File: src/rtl/qmix_pkg.sv
// Shared types, constants and oscillator arithmetic for the quadrature mixer.
`timescale 1ns / 1ps

package qmix_pkg;

  // Oscillator word format: Q3.29 in 32 bits.
  localparam int OSC_BITS = 32;
  localparam int OSC_FRAC = 29;
  localparam int OSC_PROD_W = 2 * OSC_BITS;
  localparam int OSC_DIFF_W = OSC_PROD_W - OSC_FRAC + 1;

  // Configuration port geometry and register indexes.
  localparam int CFG_IDX_W = 3;
  localparam int CFG_DATA_W = 32;
  localparam int CH_CNT_W = 6;

  localparam logic [CFG_IDX_W-1:0] REG_MODE           = 3'd0;
  localparam logic [CFG_IDX_W-1:0] REG_CHANNEL_COUNT  = 3'd1;
  localparam logic [CFG_IDX_W-1:0] REG_TWICE_COS_STEP = 3'd2;
  localparam logic [CFG_IDX_W-1:0] REG_SIN_START_1    = 3'd3;
  localparam logic [CFG_IDX_W-1:0] REG_SIN_START_2    = 3'd4;
  localparam logic [CFG_IDX_W-1:0] REG_COS_START_1    = 3'd5;
  localparam logic [CFG_IDX_W-1:0] REG_COS_START_2    = 3'd6;

  // Mode register values.
  localparam logic MODE_MODULATE   = 1'b0;
  localparam logic MODE_DEMODULATE = 1'b1;

  // Reset values of the configuration registers.
  localparam logic [OSC_BITS-1:0] TWICE_COS_RESET = 32'h4000_0000;
  localparam logic [OSC_BITS-1:0] COS_START_RESET = 32'h2000_0000;
  localparam logic [CH_CNT_W-1:0] CH_CNT_RESET    = 6'd1;

  // Rounding constant for a right shift by OSC_FRAC.
  localparam logic signed [OSC_PROD_W-1:0] OSC_HALF = OSC_PROD_W'(1) << (OSC_FRAC - 1);
  localparam logic signed [OSC_DIFF_W-1:0] OSC_HI =
    OSC_DIFF_W'({1'b0, {(OSC_BITS-1){1'b1}}});
  localparam logic signed [OSC_DIFF_W-1:0] OSC_LO = -OSC_HI - OSC_DIFF_W'(1);

  // Classification of an item, made by the front end for the back end.
  typedef struct packed {
    logic restart;  // reload the oscillator histories first
    logic advance;  // first item of a time point: step the oscillator
  } cls_t;

  // Finish one oscillator step: round y1*k at bit 29, subtract y2, saturate to 32 bits.
  function automatic logic signed [OSC_BITS-1:0] osc_next_f(
    input logic signed [OSC_PROD_W-1:0] prod,
    input logic signed [OSC_BITS-1:0]   y2
  );
    logic signed [OSC_PROD_W-1:0] rnd;
    logic signed [OSC_DIFF_W-1:0] diff;
    logic signed [OSC_BITS-1:0]   res;
    rnd  = prod + OSC_HALF;
    diff = OSC_DIFF_W'(rnd >>> OSC_FRAC) - OSC_DIFF_W'(y2);
    if (diff > OSC_HI) begin
      res = OSC_BITS'(OSC_HI);
    end else if (diff < OSC_LO) begin
      res = OSC_BITS'(OSC_LO);
    end else begin
      res = OSC_BITS'(diff);
    end
    return res;
  endfunction

endpackage

File: src/rtl/qmix_front.sv
// Front end: accepts input transfers, tracks the channel position and classifies each item.
`timescale 1ns / 1ps

module qmix_front #(
  parameter int MAX_CHANNELS = 32,
  parameter int SAMPLE_BITS  = 24
) (
  input  logic                              clk_i,
  input  logic                              rst_ni,
  input  logic [qmix_pkg::CH_CNT_W-1:0]     channel_count_i,
  input  logic                              in_valid_i,
  output logic                              in_ready_o,
  input  logic [3*SAMPLE_BITS-1:0]          in_samples_i,
  input  logic                              in_restart_i,
  output logic                              push_valid_o,
  input  logic                              push_ready_i,
  output logic [3*SAMPLE_BITS-1:0]          push_samples_o,
  output qmix_pkg::cls_t                    push_cls_o
);

  localparam int POS_W = (MAX_CHANNELS > 1) ? $clog2(MAX_CHANNELS) : 1;
  localparam int CNT_W = $clog2(MAX_CHANNELS + 1);
  localparam int CMP_W = (CNT_W > qmix_pkg::CH_CNT_W) ? CNT_W + 1 : qmix_pkg::CH_CNT_W + 1;

  logic [POS_W-1:0] pos_q, pos_d;
  logic [CMP_W-1:0] cnt_raw, cnt_eff, pos_base, pos_inc;
  logic             xfer;

  assign in_ready_o     = push_ready_i;
  assign push_valid_o   = in_valid_i;
  assign push_samples_o = in_samples_i;
  assign xfer           = in_valid_i & push_ready_i;

  // Channel count, with zero taken as one and large values clamped to the channel limit.
  assign cnt_raw = CMP_W'(channel_count_i);
  always_comb begin
    if (cnt_raw == '0) begin
      cnt_eff = CMP_W'(1);
    end else if (cnt_raw > CMP_W'(MAX_CHANNELS)) begin
      cnt_eff = CMP_W'(MAX_CHANNELS);
    end else begin
      cnt_eff = cnt_raw;
    end
  end

  // A restart forces channel zero; channel zero steps the oscillator.
  assign pos_base           = in_restart_i ? '0 : CMP_W'(pos_q);
  assign pos_inc            = pos_base + CMP_W'(1);
  assign push_cls_o.restart = in_restart_i;
  assign push_cls_o.advance = (pos_base == '0);

  always_comb begin
    pos_d = pos_q;
    if (xfer) begin
      pos_d = (pos_inc >= cnt_eff) ? '0 : POS_W'(pos_inc);
    end
  end

  always_ff @(posedge clk_i or negedge rst_ni) begin
    if (!rst_ni) begin
      pos_q <= '0;
    end else begin
      pos_q <= pos_d;
    end
  end

endmodule

File: src/rtl/qmix_queue.sv
// Two-entry queue that decouples the front end from the back end.
`timescale 1ns / 1ps

module qmix_queue #(
  parameter int WIDTH = 8
) (
  input  logic             clk_i,
  input  logic             rst_ni,
  input  logic             push_valid_i,
  output logic             push_ready_o,
  input  logic [WIDTH-1:0] push_data_i,
  output logic             pop_valid_o,
  input  logic             pop_ready_i,
  output logic [WIDTH-1:0] pop_data_o
);

  localparam int DEPTH = 2;

  logic [WIDTH-1:0] mem_q [DEPTH];
  logic             wr_ptr_q, wr_ptr_d;
  logic             rd_ptr_q, rd_ptr_d;
  logic [1:0]       fill_q, fill_d;
  logic             do_push, do_pop;

  assign push_ready_o = (fill_q != 2'(DEPTH));
  assign pop_valid_o  = (fill_q != 2'd0);
  assign do_push      = push_valid_i & push_ready_o;
  assign do_pop       = pop_valid_o & pop_ready_i;
  assign pop_data_o   = mem_q[rd_ptr_q];

  // Pointer and fill bookkeeping.
  always_comb begin
    wr_ptr_d = do_push ? ~wr_ptr_q : wr_ptr_q;
    rd_ptr_d = do_pop ? ~rd_ptr_q : rd_ptr_q;
    fill_d   = fill_q + 2'(do_push) - 2'(do_pop);
  end

  always_ff @(posedge clk_i or negedge rst_ni) begin
    if (!rst_ni) begin
      wr_ptr_q <= 1'b0;
      rd_ptr_q <= 1'b0;
      fill_q   <= 2'd0;
    end else begin
      wr_ptr_q <= wr_ptr_d;
      rd_ptr_q <= rd_ptr_d;
      fill_q   <= fill_d;
    end
  end

  // Entry storage.
  always_ff @(posedge clk_i) begin
    if (do_push) begin
      mem_q[wr_ptr_q] <= push_data_i;
    end
  end

endmodule

File: src/rtl/qmix_back.sv
// Back end: steps the oscillator and mixes samples on one shared 32x32 multiplier.
`timescale 1ns / 1ps

module qmix_back #(
  parameter int SAMPLE_BITS = 24
) (
  input  logic                                clk_i,
  input  logic                                rst_ni,
  input  logic                                mode_i,
  input  logic [qmix_pkg::OSC_BITS-1:0]       twice_cos_step_i,
  input  logic [qmix_pkg::OSC_BITS-1:0]       sin_start_1_i,
  input  logic [qmix_pkg::OSC_BITS-1:0]       sin_start_2_i,
  input  logic [qmix_pkg::OSC_BITS-1:0]       cos_start_1_i,
  input  logic [qmix_pkg::OSC_BITS-1:0]       cos_start_2_i,
  input  logic                                pop_valid_i,
  output logic                                pop_ready_o,
  input  logic [3*SAMPLE_BITS-1:0]            pop_samples_i,
  input  qmix_pkg::cls_t                      pop_cls_i,
  output logic                                out_valid_o,
  input  logic                                out_ready_i,
  output logic [SAMPLE_BITS-1:0]              signal_out_o,
  output logic [SAMPLE_BITS-1:0]              cos_part_out_o,
  output logic [SAMPLE_BITS-1:0]              sin_part_out_o,
  output logic                                saturated_o
);

  localparam int OB    = qmix_pkg::OSC_BITS;
  localparam int PW    = qmix_pkg::OSC_PROD_W;
  localparam int SUM_W = PW + 1;
  localparam int SW    = SAMPLE_BITS;

  localparam logic signed [SUM_W-1:0] HALF   = SUM_W'(1) << (qmix_pkg::OSC_FRAC - 1);
  localparam logic signed [SUM_W-1:0] SAT_HI = SUM_W'({1'b0, {(SW-1){1'b1}}});
  localparam logic signed [SUM_W-1:0] SAT_LO = -SAT_HI - SUM_W'(1);

  // Sequencer states.
  localparam logic [2:0] ST_IDLE  = 3'd0;
  localparam logic [2:0] ST_OSC_S = 3'd1;
  localparam logic [2:0] ST_OSC_C = 3'd2;
  localparam logic [2:0] ST_MIX_S = 3'd3;
  localparam logic [2:0] ST_MIX_C = 3'd4;
  localparam logic [2:0] ST_FIN   = 3'd5;

  logic [2:0] state_q, state_d;

  logic signed [OB-1:0] sin_a_q, sin_a_d, sin_b_q, sin_b_d;
  logic signed [OB-1:0] cos_a_q, cos_a_d, cos_b_q, cos_b_d;
  logic signed [OB-1:0] point_sin_q, point_sin_d, point_cos_q, point_cos_d;
  logic signed [OB-1:0] osc_new;

  logic signed [SW-1:0] sig_in_q, cos_in_q, sin_in_q;
  logic                 adv_q;

  logic signed [OB-1:0] mul_a, mul_b;
  logic signed [PW-1:0] prod_d, prod_q, p_sin_q;

  logic                 out_valid_q, out_valid_d;
  logic [SW-1:0]        sig_out_q, cos_out_q, sin_out_q;
  logic                 sat_q;
  logic [SW:0]          sig_res, cos_res, sin_res;
  logic signed [SUM_W-1:0] cos_rnd, sin_rnd, dem_rnd;
  logic                 load_out, pop;

  // Round-and-saturate of a Q29-scaled sum; the top bit reports clipping.
  function automatic logic [SW:0] clip_f(input logic signed [SUM_W-1:0] v);
    logic signed [SUM_W-1:0] sh;
    logic [SW:0]             res;
    sh = v >>> qmix_pkg::OSC_FRAC;
    if (sh > SAT_HI) begin
      res = {1'b1, SW'(SAT_HI)};
    end else if (sh < SAT_LO) begin
      res = {1'b1, SW'(SAT_LO)};
    end else begin
      res = {1'b0, SW'(sh)};
    end
    return res;
  endfunction

  assign pop         = (state_q == ST_IDLE) & pop_valid_i;
  assign pop_ready_o = (state_q == ST_IDLE);
  assign load_out    = (state_q == ST_FIN) & (~out_valid_q | out_ready_i);

  // Shared multiplier operand selection.
  always_comb begin
    mul_a = sin_a_q;
    mul_b = twice_cos_step_i;
    unique case (state_q)
      ST_OSC_S: begin
        mul_a = sin_a_q;
      end
      ST_OSC_C: begin
        mul_a = cos_a_q;
      end
      ST_MIX_S: begin
        mul_a = point_sin_q;
        mul_b = (mode_i == qmix_pkg::MODE_DEMODULATE) ? OB'(sin_in_q) : OB'(sig_in_q);
      end
      ST_MIX_C: begin
        mul_a = point_cos_q;
        mul_b = (mode_i == qmix_pkg::MODE_DEMODULATE) ? OB'(cos_in_q) : OB'(sig_in_q);
      end
      default: begin
        mul_a = sin_a_q;
      end
    endcase
    prod_d = PW'(mul_a) * PW'(mul_b);
  end

  // Finish of an oscillator step; the history operand follows the current state.
  assign osc_new = qmix_pkg::osc_next_f(prod_q, (state_q == ST_OSC_C) ? sin_b_q : cos_b_q);

  // Sequencer and oscillator state.
  always_comb begin
    state_d     = state_q;
    sin_a_d     = sin_a_q;
    sin_b_d     = sin_b_q;
    cos_a_d     = cos_a_q;
    cos_b_d     = cos_b_q;
    point_sin_d = point_sin_q;
    point_cos_d = point_cos_q;
    unique case (state_q)
      ST_IDLE: begin
        if (pop_valid_i) begin
          if (pop_cls_i.restart) begin
            sin_a_d = sin_start_1_i;
            sin_b_d = sin_start_2_i;
            cos_a_d = cos_start_1_i;
            cos_b_d = cos_start_2_i;
          end
          state_d = pop_cls_i.advance ? ST_OSC_S : ST_MIX_S;
        end
      end
      ST_OSC_S: begin
        state_d = ST_OSC_C;
      end
      ST_OSC_C: begin
        sin_b_d     = sin_a_q;
        sin_a_d     = osc_new;
        point_sin_d = osc_new;
        state_d     = ST_MIX_S;
      end
      ST_MIX_S: begin
        if (adv_q) begin
          cos_b_d     = cos_a_q;
          cos_a_d     = osc_new;
          point_cos_d = osc_new;
        end
        state_d = ST_MIX_C;
      end
      ST_MIX_C: begin
        state_d = ST_FIN;
      end
      ST_FIN: begin
        if (load_out) begin
          state_d = ST_IDLE;
        end
      end
      default: begin
        state_d = ST_IDLE;
      end
    endcase
  end

  always_ff @(posedge clk_i or negedge rst_ni) begin
    if (!rst_ni) begin
      state_q     <= ST_IDLE;
      sin_a_q     <= '0;
      sin_b_q     <= '0;
      cos_a_q     <= qmix_pkg::COS_START_RESET;
      cos_b_q     <= qmix_pkg::COS_START_RESET;
      point_sin_q <= '0;
      point_cos_q <= '0;
    end else begin
      state_q     <= state_d;
      sin_a_q     <= sin_a_d;
      sin_b_q     <= sin_b_d;
      cos_a_q     <= cos_a_d;
      cos_b_q     <= cos_b_d;
      point_sin_q <= point_sin_d;
      point_cos_q <= point_cos_d;
    end
  end

  // Item payload, product register and the saved sine-side product. The product register
  // holds while a finished result waits, so the cosine-side product stays in place.
  always_ff @(posedge clk_i) begin
    if (state_q != ST_FIN) begin
      prod_q <= prod_d;
    end
    if (pop) begin
      sig_in_q <= pop_samples_i[SW-1:0];
      cos_in_q <= pop_samples_i[2*SW-1:SW];
      sin_in_q <= pop_samples_i[3*SW-1:2*SW];
      adv_q    <= pop_cls_i.advance;
    end
    if (state_q == ST_MIX_C) begin
      p_sin_q <= prod_q;
    end
  end

  // Result rounding and saturation; prod_q holds the cosine-side product here.
  assign cos_rnd = SUM_W'(prod_q) + HALF;
  assign sin_rnd = SUM_W'(p_sin_q) + HALF;
  assign dem_rnd = SUM_W'(prod_q) + SUM_W'(p_sin_q) + HALF;

  always_comb begin
    sig_res = '0;
    cos_res = '0;
    sin_res = '0;
    if (mode_i == qmix_pkg::MODE_DEMODULATE) begin
      sig_res = clip_f(dem_rnd);
    end else begin
      cos_res = clip_f(cos_rnd);
      sin_res = clip_f(sin_rnd);
    end
  end

  // Output register: holds a finished result until its transfer.
  always_comb begin
    out_valid_d = out_valid_q;
    if (load_out) begin
      out_valid_d = 1'b1;
    end else if (out_ready_i) begin
      out_valid_d = 1'b0;
    end
  end

  always_ff @(posedge clk_i or negedge rst_ni) begin
    if (!rst_ni) begin
      out_valid_q <= 1'b0;
    end else begin
      out_valid_q <= out_valid_d;
    end
  end

  always_ff @(posedge clk_i) begin
    if (load_out) begin
      sig_out_q <= sig_res[SW-1:0];
      cos_out_q <= cos_res[SW-1:0];
      sin_out_q <= sin_res[SW-1:0];
      sat_q     <= sig_res[SW] | cos_res[SW] | sin_res[SW];
    end
  end

  assign out_valid_o    = out_valid_q;
  assign signal_out_o   = sig_out_q;
  assign cos_part_out_o = cos_out_q;
  assign sin_part_out_o = sin_out_q;
  assign saturated_o    = sat_q;

endmodule

File: src/rtl/quadrature_mixer_recursive_osc.sv
// Top level of the multichannel quadrature mixer with a recursive sinusoid oscillator.
//
//   Port group   Dir  Contents
//   s_axis_*     in   tdata: signal_in, cos_part_in, sin_part_in; tuser: restart
//   m_axis_*     out  tdata: signal_out, cos_part_out, sin_part_out; tuser: saturated
//   cfg_*        in   register index and write data, taken when cfg_we_i is high
//
// The back end mixes each item in sine and cosine mixing states; on the first item of a time
// point the shared 32x32 multiplier first steps the sine and cosine recursions. It sets the
// rate. A two-entry queue lets the input keep taking transfers while the back end works or its
// output register waits on m_axis_tready. Reset is asynchronous and needs no clearing pass.
`timescale 1ns / 1ps

module quadrature_mixer_recursive_osc #(
  parameter int MAX_CHANNELS = 32,
  parameter int SAMPLE_BITS  = 24
) (
  input  logic                              clk_i,
  input  logic                              rst_ni,
  // Configuration write port.
  input  logic                              cfg_we_i,
  input  logic [qmix_pkg::CFG_IDX_W-1:0]    cfg_idx_i,
  input  logic [qmix_pkg::CFG_DATA_W-1:0]   cfg_data_i,
  // Input stream.
  input  logic                              s_axis_tvalid,
  output logic                              s_axis_tready,
  // tdata from bit 0: signal_in, cos_part_in, sin_part_in, zero pad
  input  logic [((3*SAMPLE_BITS+7)/8)*8-1:0] s_axis_tdata,
  // tuser: restart
  input  logic                              s_axis_tuser,
  // Output stream.
  output logic                              m_axis_tvalid,
  input  logic                              m_axis_tready,
  // tdata from bit 0: signal_out, cos_part_out, sin_part_out, zero pad
  output logic [((3*SAMPLE_BITS+7)/8)*8-1:0] m_axis_tdata,
  // tuser: saturated
  output logic                              m_axis_tuser
);

  localparam int SW     = SAMPLE_BITS;
  localparam int SMP_W  = 3 * SW;
  localparam int DATA_W = ((SMP_W + 7) / 8) * 8;
  localparam int QW     = SMP_W + $bits(qmix_pkg::cls_t);
  localparam int OB     = qmix_pkg::OSC_BITS;

  // Configuration registers.
  logic                          mode_q;
  logic [qmix_pkg::CH_CNT_W-1:0] ch_cnt_q;
  logic [OB-1:0]                 twice_cos_q, sin_st1_q, sin_st2_q, cos_st1_q, cos_st2_q;

  always_ff @(posedge clk_i or negedge rst_ni) begin
    if (!rst_ni) begin
      mode_q      <= qmix_pkg::MODE_MODULATE;
      ch_cnt_q    <= qmix_pkg::CH_CNT_RESET;
      twice_cos_q <= qmix_pkg::TWICE_COS_RESET;
      sin_st1_q   <= '0;
      sin_st2_q   <= '0;
      cos_st1_q   <= qmix_pkg::COS_START_RESET;
      cos_st2_q   <= qmix_pkg::COS_START_RESET;
    end else if (cfg_we_i) begin
      unique case (cfg_idx_i)
        qmix_pkg::REG_MODE:           mode_q      <= cfg_data_i[0];
        qmix_pkg::REG_CHANNEL_COUNT:  ch_cnt_q    <= cfg_data_i[qmix_pkg::CH_CNT_W-1:0];
        qmix_pkg::REG_TWICE_COS_STEP: twice_cos_q <= cfg_data_i;
        qmix_pkg::REG_SIN_START_1:    sin_st1_q   <= cfg_data_i;
        qmix_pkg::REG_SIN_START_2:    sin_st2_q   <= cfg_data_i;
        qmix_pkg::REG_COS_START_1:    cos_st1_q   <= cfg_data_i;
        qmix_pkg::REG_COS_START_2:    cos_st2_q   <= cfg_data_i;
        default: begin
        end
      endcase
    end
  end

  // Front end to queue.
  logic                 push_valid, push_ready;
  logic [SMP_W-1:0]     push_samples;
  qmix_pkg::cls_t       push_cls;

  qmix_front #(
    .MAX_CHANNELS (MAX_CHANNELS),
    .SAMPLE_BITS  (SAMPLE_BITS)
  ) u_front (
    .clk_i           (clk_i),
    .rst_ni          (rst_ni),
    .channel_count_i (ch_cnt_q),
    .in_valid_i      (s_axis_tvalid),
    .in_ready_o      (s_axis_tready),
    .in_samples_i    (s_axis_tdata[SMP_W-1:0]),
    .in_restart_i    (s_axis_tuser),
    .push_valid_o    (push_valid),
    .push_ready_i    (push_ready),
    .push_samples_o  (push_samples),
    .push_cls_o      (push_cls)
  );

  // Queue to back end.
  logic                 pop_valid, pop_ready;
  logic [QW-1:0]        pop_data;
  qmix_pkg::cls_t       pop_cls;

  qmix_queue #(
    .WIDTH (QW)
  ) u_queue (
    .clk_i        (clk_i),
    .rst_ni       (rst_ni),
    .push_valid_i (push_valid),
    .push_ready_o (push_ready),
    .push_data_i  ({push_cls, push_samples}),
    .pop_valid_o  (pop_valid),
    .pop_ready_i  (pop_ready),
    .pop_data_o   (pop_data)
  );

  assign pop_cls = qmix_pkg::cls_t'(pop_data[QW-1:SMP_W]);

  // Back end and output packing.
  logic [SW-1:0] sig_out, cos_out, sin_out;

  qmix_back #(
    .SAMPLE_BITS (SAMPLE_BITS)
  ) u_back (
    .clk_i            (clk_i),
    .rst_ni           (rst_ni),
    .mode_i           (mode_q),
    .twice_cos_step_i (twice_cos_q),
    .sin_start_1_i    (sin_st1_q),
    .sin_start_2_i    (sin_st2_q),
    .cos_start_1_i    (cos_st1_q),
    .cos_start_2_i    (cos_st2_q),
    .pop_valid_i      (pop_valid),
    .pop_ready_o      (pop_ready),
    .pop_samples_i    (pop_data[SMP_W-1:0]),
    .pop_cls_i        (pop_cls),
    .out_valid_o      (m_axis_tvalid),
    .out_ready_i      (m_axis_tready),
    .signal_out_o     (sig_out),
    .cos_part_out_o   (cos_out),
    .sin_part_out_o   (sin_out),
    .saturated_o      (m_axis_tuser)
  );

  assign m_axis_tdata = DATA_W'({sin_out, cos_out, sig_out});

endmodule

File: config.mk
export PLATFORM = sky130hd
export DESIGN_NAME = quadrature_mixer_recursive_osc
export DESIGN_NICKNAME = d
export VERILOG_FILES = /design/src/rtl/qmix_pkg.sv /design/src/rtl/qmix_front.sv /design/src/rtl/qmix_queue.sv /design/src/rtl/qmix_back.sv /design/src/rtl/quadrature_mixer_recursive_osc.sv
export SDC_FILE = /design/constraint.sdc
export NUM_CORES = 2
export LEC_CHECK = 0
export BUFFER_PORTS_ARGS = -buffer_cell sky130_fd_sc_hd__buf_2
export CAP_MARGIN = 20
export CORE_MARGIN = 5
export CORE_UTILIZATION = 60
export DETAILED_ROUTE_END_ITERATION = 12
export GPL_ROUTABILITY_DRIVEN = 0
export HOLD_SLACK_MARGIN = 0.1
export PLACE_DENSITY_LB_ADDON = 0.1
export SETUP_SLACK_MARGIN = 0.3
export SLEW_MARGIN = 20
export SYNTH_ARGS = -nofsm -noshare
export SYNTH_HDL_FRONTEND = slang
export SYNTH_HIERARCHICAL = 1
export SYNTH_SLANG_ARGS = --single-unit
export TNS_END_PERCENT = 20
File: constraint.sdc
create_clock -name clk_i -period 14.6 [get_ports clk_i]
set_input_delay 1.46 -clock clk_i [delete_from_list [all_inputs] [get_ports clk_i]]
set_output_delay 1.46 -clock clk_i [all_outputs]
set_load 0.01 [all_outputs]
==> flow_summary.json <==
{
  "multi_input_area_mm2": 0.04811,
  "clkTransAtPathRegs_ns": 0.06,
  "hold_viol": 0,
  "synth_area_leaders": "fa_1 (29%), edfxtp_1 (17%), dfrtp_1 (12%)",
  "grt_usage_pct": 37.25,
  "avgSynthCellArea_um2": 10.24,
  "htree_levels": 3,
  "rows": 130,
  "ys_seq_elements": 794,
  "fin_skew_ns": 0.05696,
  "via_count": 56850,
  "io_buffers": 187,
  "crit_path_start_kind": "flop",
  "fmax_mhz": 88.90,
  "die_w_um": 365.3,
  "cpMostUsedCell": "fa_1",
  "fill_cells": 10160,
  "synthCells": 7395,
  "crit_type": "flop to flop",
  "coreArea_mm2": 0.1256,
  "worst-path-max-fanout": 42,
  "fin_setup_tns_ns": 0,
  "via_per_inst": 6.249,
  "area.sequential_mm2": 0.02199,
  "ys_seq_area_share_pct": 29.03,
  "period_share_pct": 77.04,
  "synth_simple_gate_area_share_pct": 11.88,
  "status": "finished, final reports clean",
  "yosysTopAreaCell": "fa_1",
  "layout-drive-gt1-share_pct": 11.77,
  "yosysUniqueCellTypes": 116,
  "wl_per_cell_um": 27.04,
  "syn_area_mm2": 0.07574,
  "synth_top_cell_area_share_pct": 28.65,
  "start_util_pct": 60.32,
  "synth_xor_area_share_pct": 2.359,
  "critPathSlowestCell": "fa_1",
  "finalNetCount": 8926,
  "syn-num-nets": 8946,
  "grt_pass1_vias": 58630,
  "slowest_delay_ns": 1.06,
  "postCtsHoldBufs": 0,
  "root_buffer": "clkbuf_16",
  "first_iter_violations": 5656,
  "dpl.hpwl_um": 182300,
  "hold_path_class": "flop to flop",
  "drtAntennaViolNets": 0,
  "die_area_mm2": 0.1334,
  "cts_buffers": 83,
  "post_cts_buffers": 0,
  "grt-ovfl-total": 0,
  "synth_top_flop_cell": "edfxtp_1",
  "cts.sinks": 794,
  "drc_errors": 0,
  "min_period_ns": 11.25,
  "grt_max_degree": 104,
  "dr.pass1.iters": 6,
  "cts.path.max_buffers": 3,
  "worst_slew_pin_slew_ns": 1.142,
  "drv_cap": 0,
  "synth_edf_count": 422,
  "finalWirelength_um": 246000,
  "maxSlewHeadroom_pct": 23.67,
  "synth_adder_area_share_pct": 34.50,
  "yosysWarnings": 6,
  "antenna_found_initial": 9,
  "synth_top_family_by_area": "adder cells",
  "cts_resized": 0,
  "die_h_um": 365.3,
  "rsz0062_at_grt": "false",
  "synth_compound_area_share_pct": 9.376,
  "drv_slew": 0,
  "cp-end-kind": "flop",
  "async_reset_ff_share_pct": 46.85,
  "area_growth_pct": 7.039,
  "synth.area.mux_share_pct": 4.741,
  "cts_tree": "done",
  "grt_pass1_wl_um": 366100,
  "io_pins": 188,
  "crit_arrival_ns": 11.66,
  "clk_latency_ns": 0.72,
  "cp.required_ns": 15.01,
  "setup_viol": 0
}
[registers in the layout, indices dropped and copies added, names as in the netlist, 32 cells and up]
signal              flops
cos_st2_q              32
twice_cos_q            32
u_back/cos_a_q         32
sin_st1_q              32
u_back/point_cos_q     32
u_back/prod_q          64
u_back/sin_b_q         32
u_back/point_sin_q     32
u_queue/mem_q         148
u_back/sin_a_q         32
sin_st2_q              32
cos_st1_q              32
u_back/cos_b_q         32
u_back/p_sin_q         64
[kinds of logic after synthesis]
kind of cell             after synthesis
AND/OR/NAND/NOR                     2087
buffers and inverters               1518
adder cells (fa/ha/maj)             1438
AO/OA/AOI/OAI                       1051
flip-flops                           794
multiplexers                         306
XOR/XNOR                             201
[layout make-up]
cell class                 count  area share (%)
multi-input combinational   5083           59.34
sequential                   794           27.13
inverter                    1080           5.000
clock buffer                 119           2.908
tap                         1650           2.546
timing repair buffer         333           2.533
clock inverter                34          0.5294
antenna                        5         0.01543
[worst max-delay path: cells and delay by family, from the launching register on]
kind | cells | cell delay [ns]
adders and majority gates | 9 | 5.20
buffers and inverters | 6 | 1.87
AOI/OAI and AO/OA | 6 | 1.75
and+or+nand+nor | 7 | 1.61
DFF | 1 | 0.38
xor gates and xnor gates | 1 | 0.09
[final timing paths]
check | startpoint | cells past startpoint | end | slack, ns
min in group asynchronous | rst_ni | 1 | u_front/pos_q[0] | 0.76
hold / removal | u_back/prod_q[0] | 0 | u_back/p_sin_q[0] | 0.46
setup / recovery | u_back/state_q[0] | 29 | u_back/prod_q[63] | 3.35
setup reg to reg | u_back/state_q[0] | 29 | u_back/prod_q[63] | 3.35
max in group asynchronous | rst_ni | 3 | u_back/point_cos_q[24] | 11.65
hold reg to reg | u_back/prod_q[0] | 0 | u_back/p_sin_q[0] | 0.46
[Yosys cell counts, drive strengths merged (47+ instances only)]
cell type     n
fa         1084
inv        1079
nand2       871
nor2        764
edfxtp      422
dfrtp       366
ha          354
o21ai       285
clkbuf      284
mux2        242
a21oi       205
buf         154
xnor2       129
a31oi        93
nand3        88
a21o         77
xor2         72
nor3         71
mux2i        64
a221oi       52
nand4        51
and3         49
a22oi        47
[routing by layer]
layer  track usage (%)  up-vias  wire length, um
met2             56.62     3330           107400
met1             45.62    28470            87860
met4             23.97        8            20990
met3             12.97     1007            29700
li1                  -    24040                -
met5                 0        -               90
[per-stage QoR]
| step | util (%) | worst slack, ns | area, um^2 | hold slack [ns] | instances |
|---|---|---|---|---|---|
| floorplan | - | 3.333 | 75740 | 0.4268 | 7395 |
| global placement | 62.30 | 3.567 | 78230 | 0.4400 | 8939 |
| detailed placement | 62.30 | 3.414 | 78240 | 0.4382 | 8939 |
| CTS | 64.52 | 3.373 | 81020 | 0.4524 | 9092 |
| global route | 64.55 | 2.872 | 81060 | 0.4704 | 9093 |
| finish | 64.56 | 3.352 | 81070 | 0.4557 | 9098 |
[cell usage in the layout, fill, tap and decap left out, types with 143 or more instances in the layout]
cell / n
a21oi_1: 195
buf_2: 186
buf_4: 143
dfrtp_1: 363
edfxtp_1: 422
fa_1: 1084
ha_1: 354
inv_1: 1079
mux2_2: 182
nand2_1: 868
nor2_1: 757
o21ai_0: 225
Power is not shown: default switching activity piles up to over one toggle a cycle in this logic, so the estimate is an artifact.
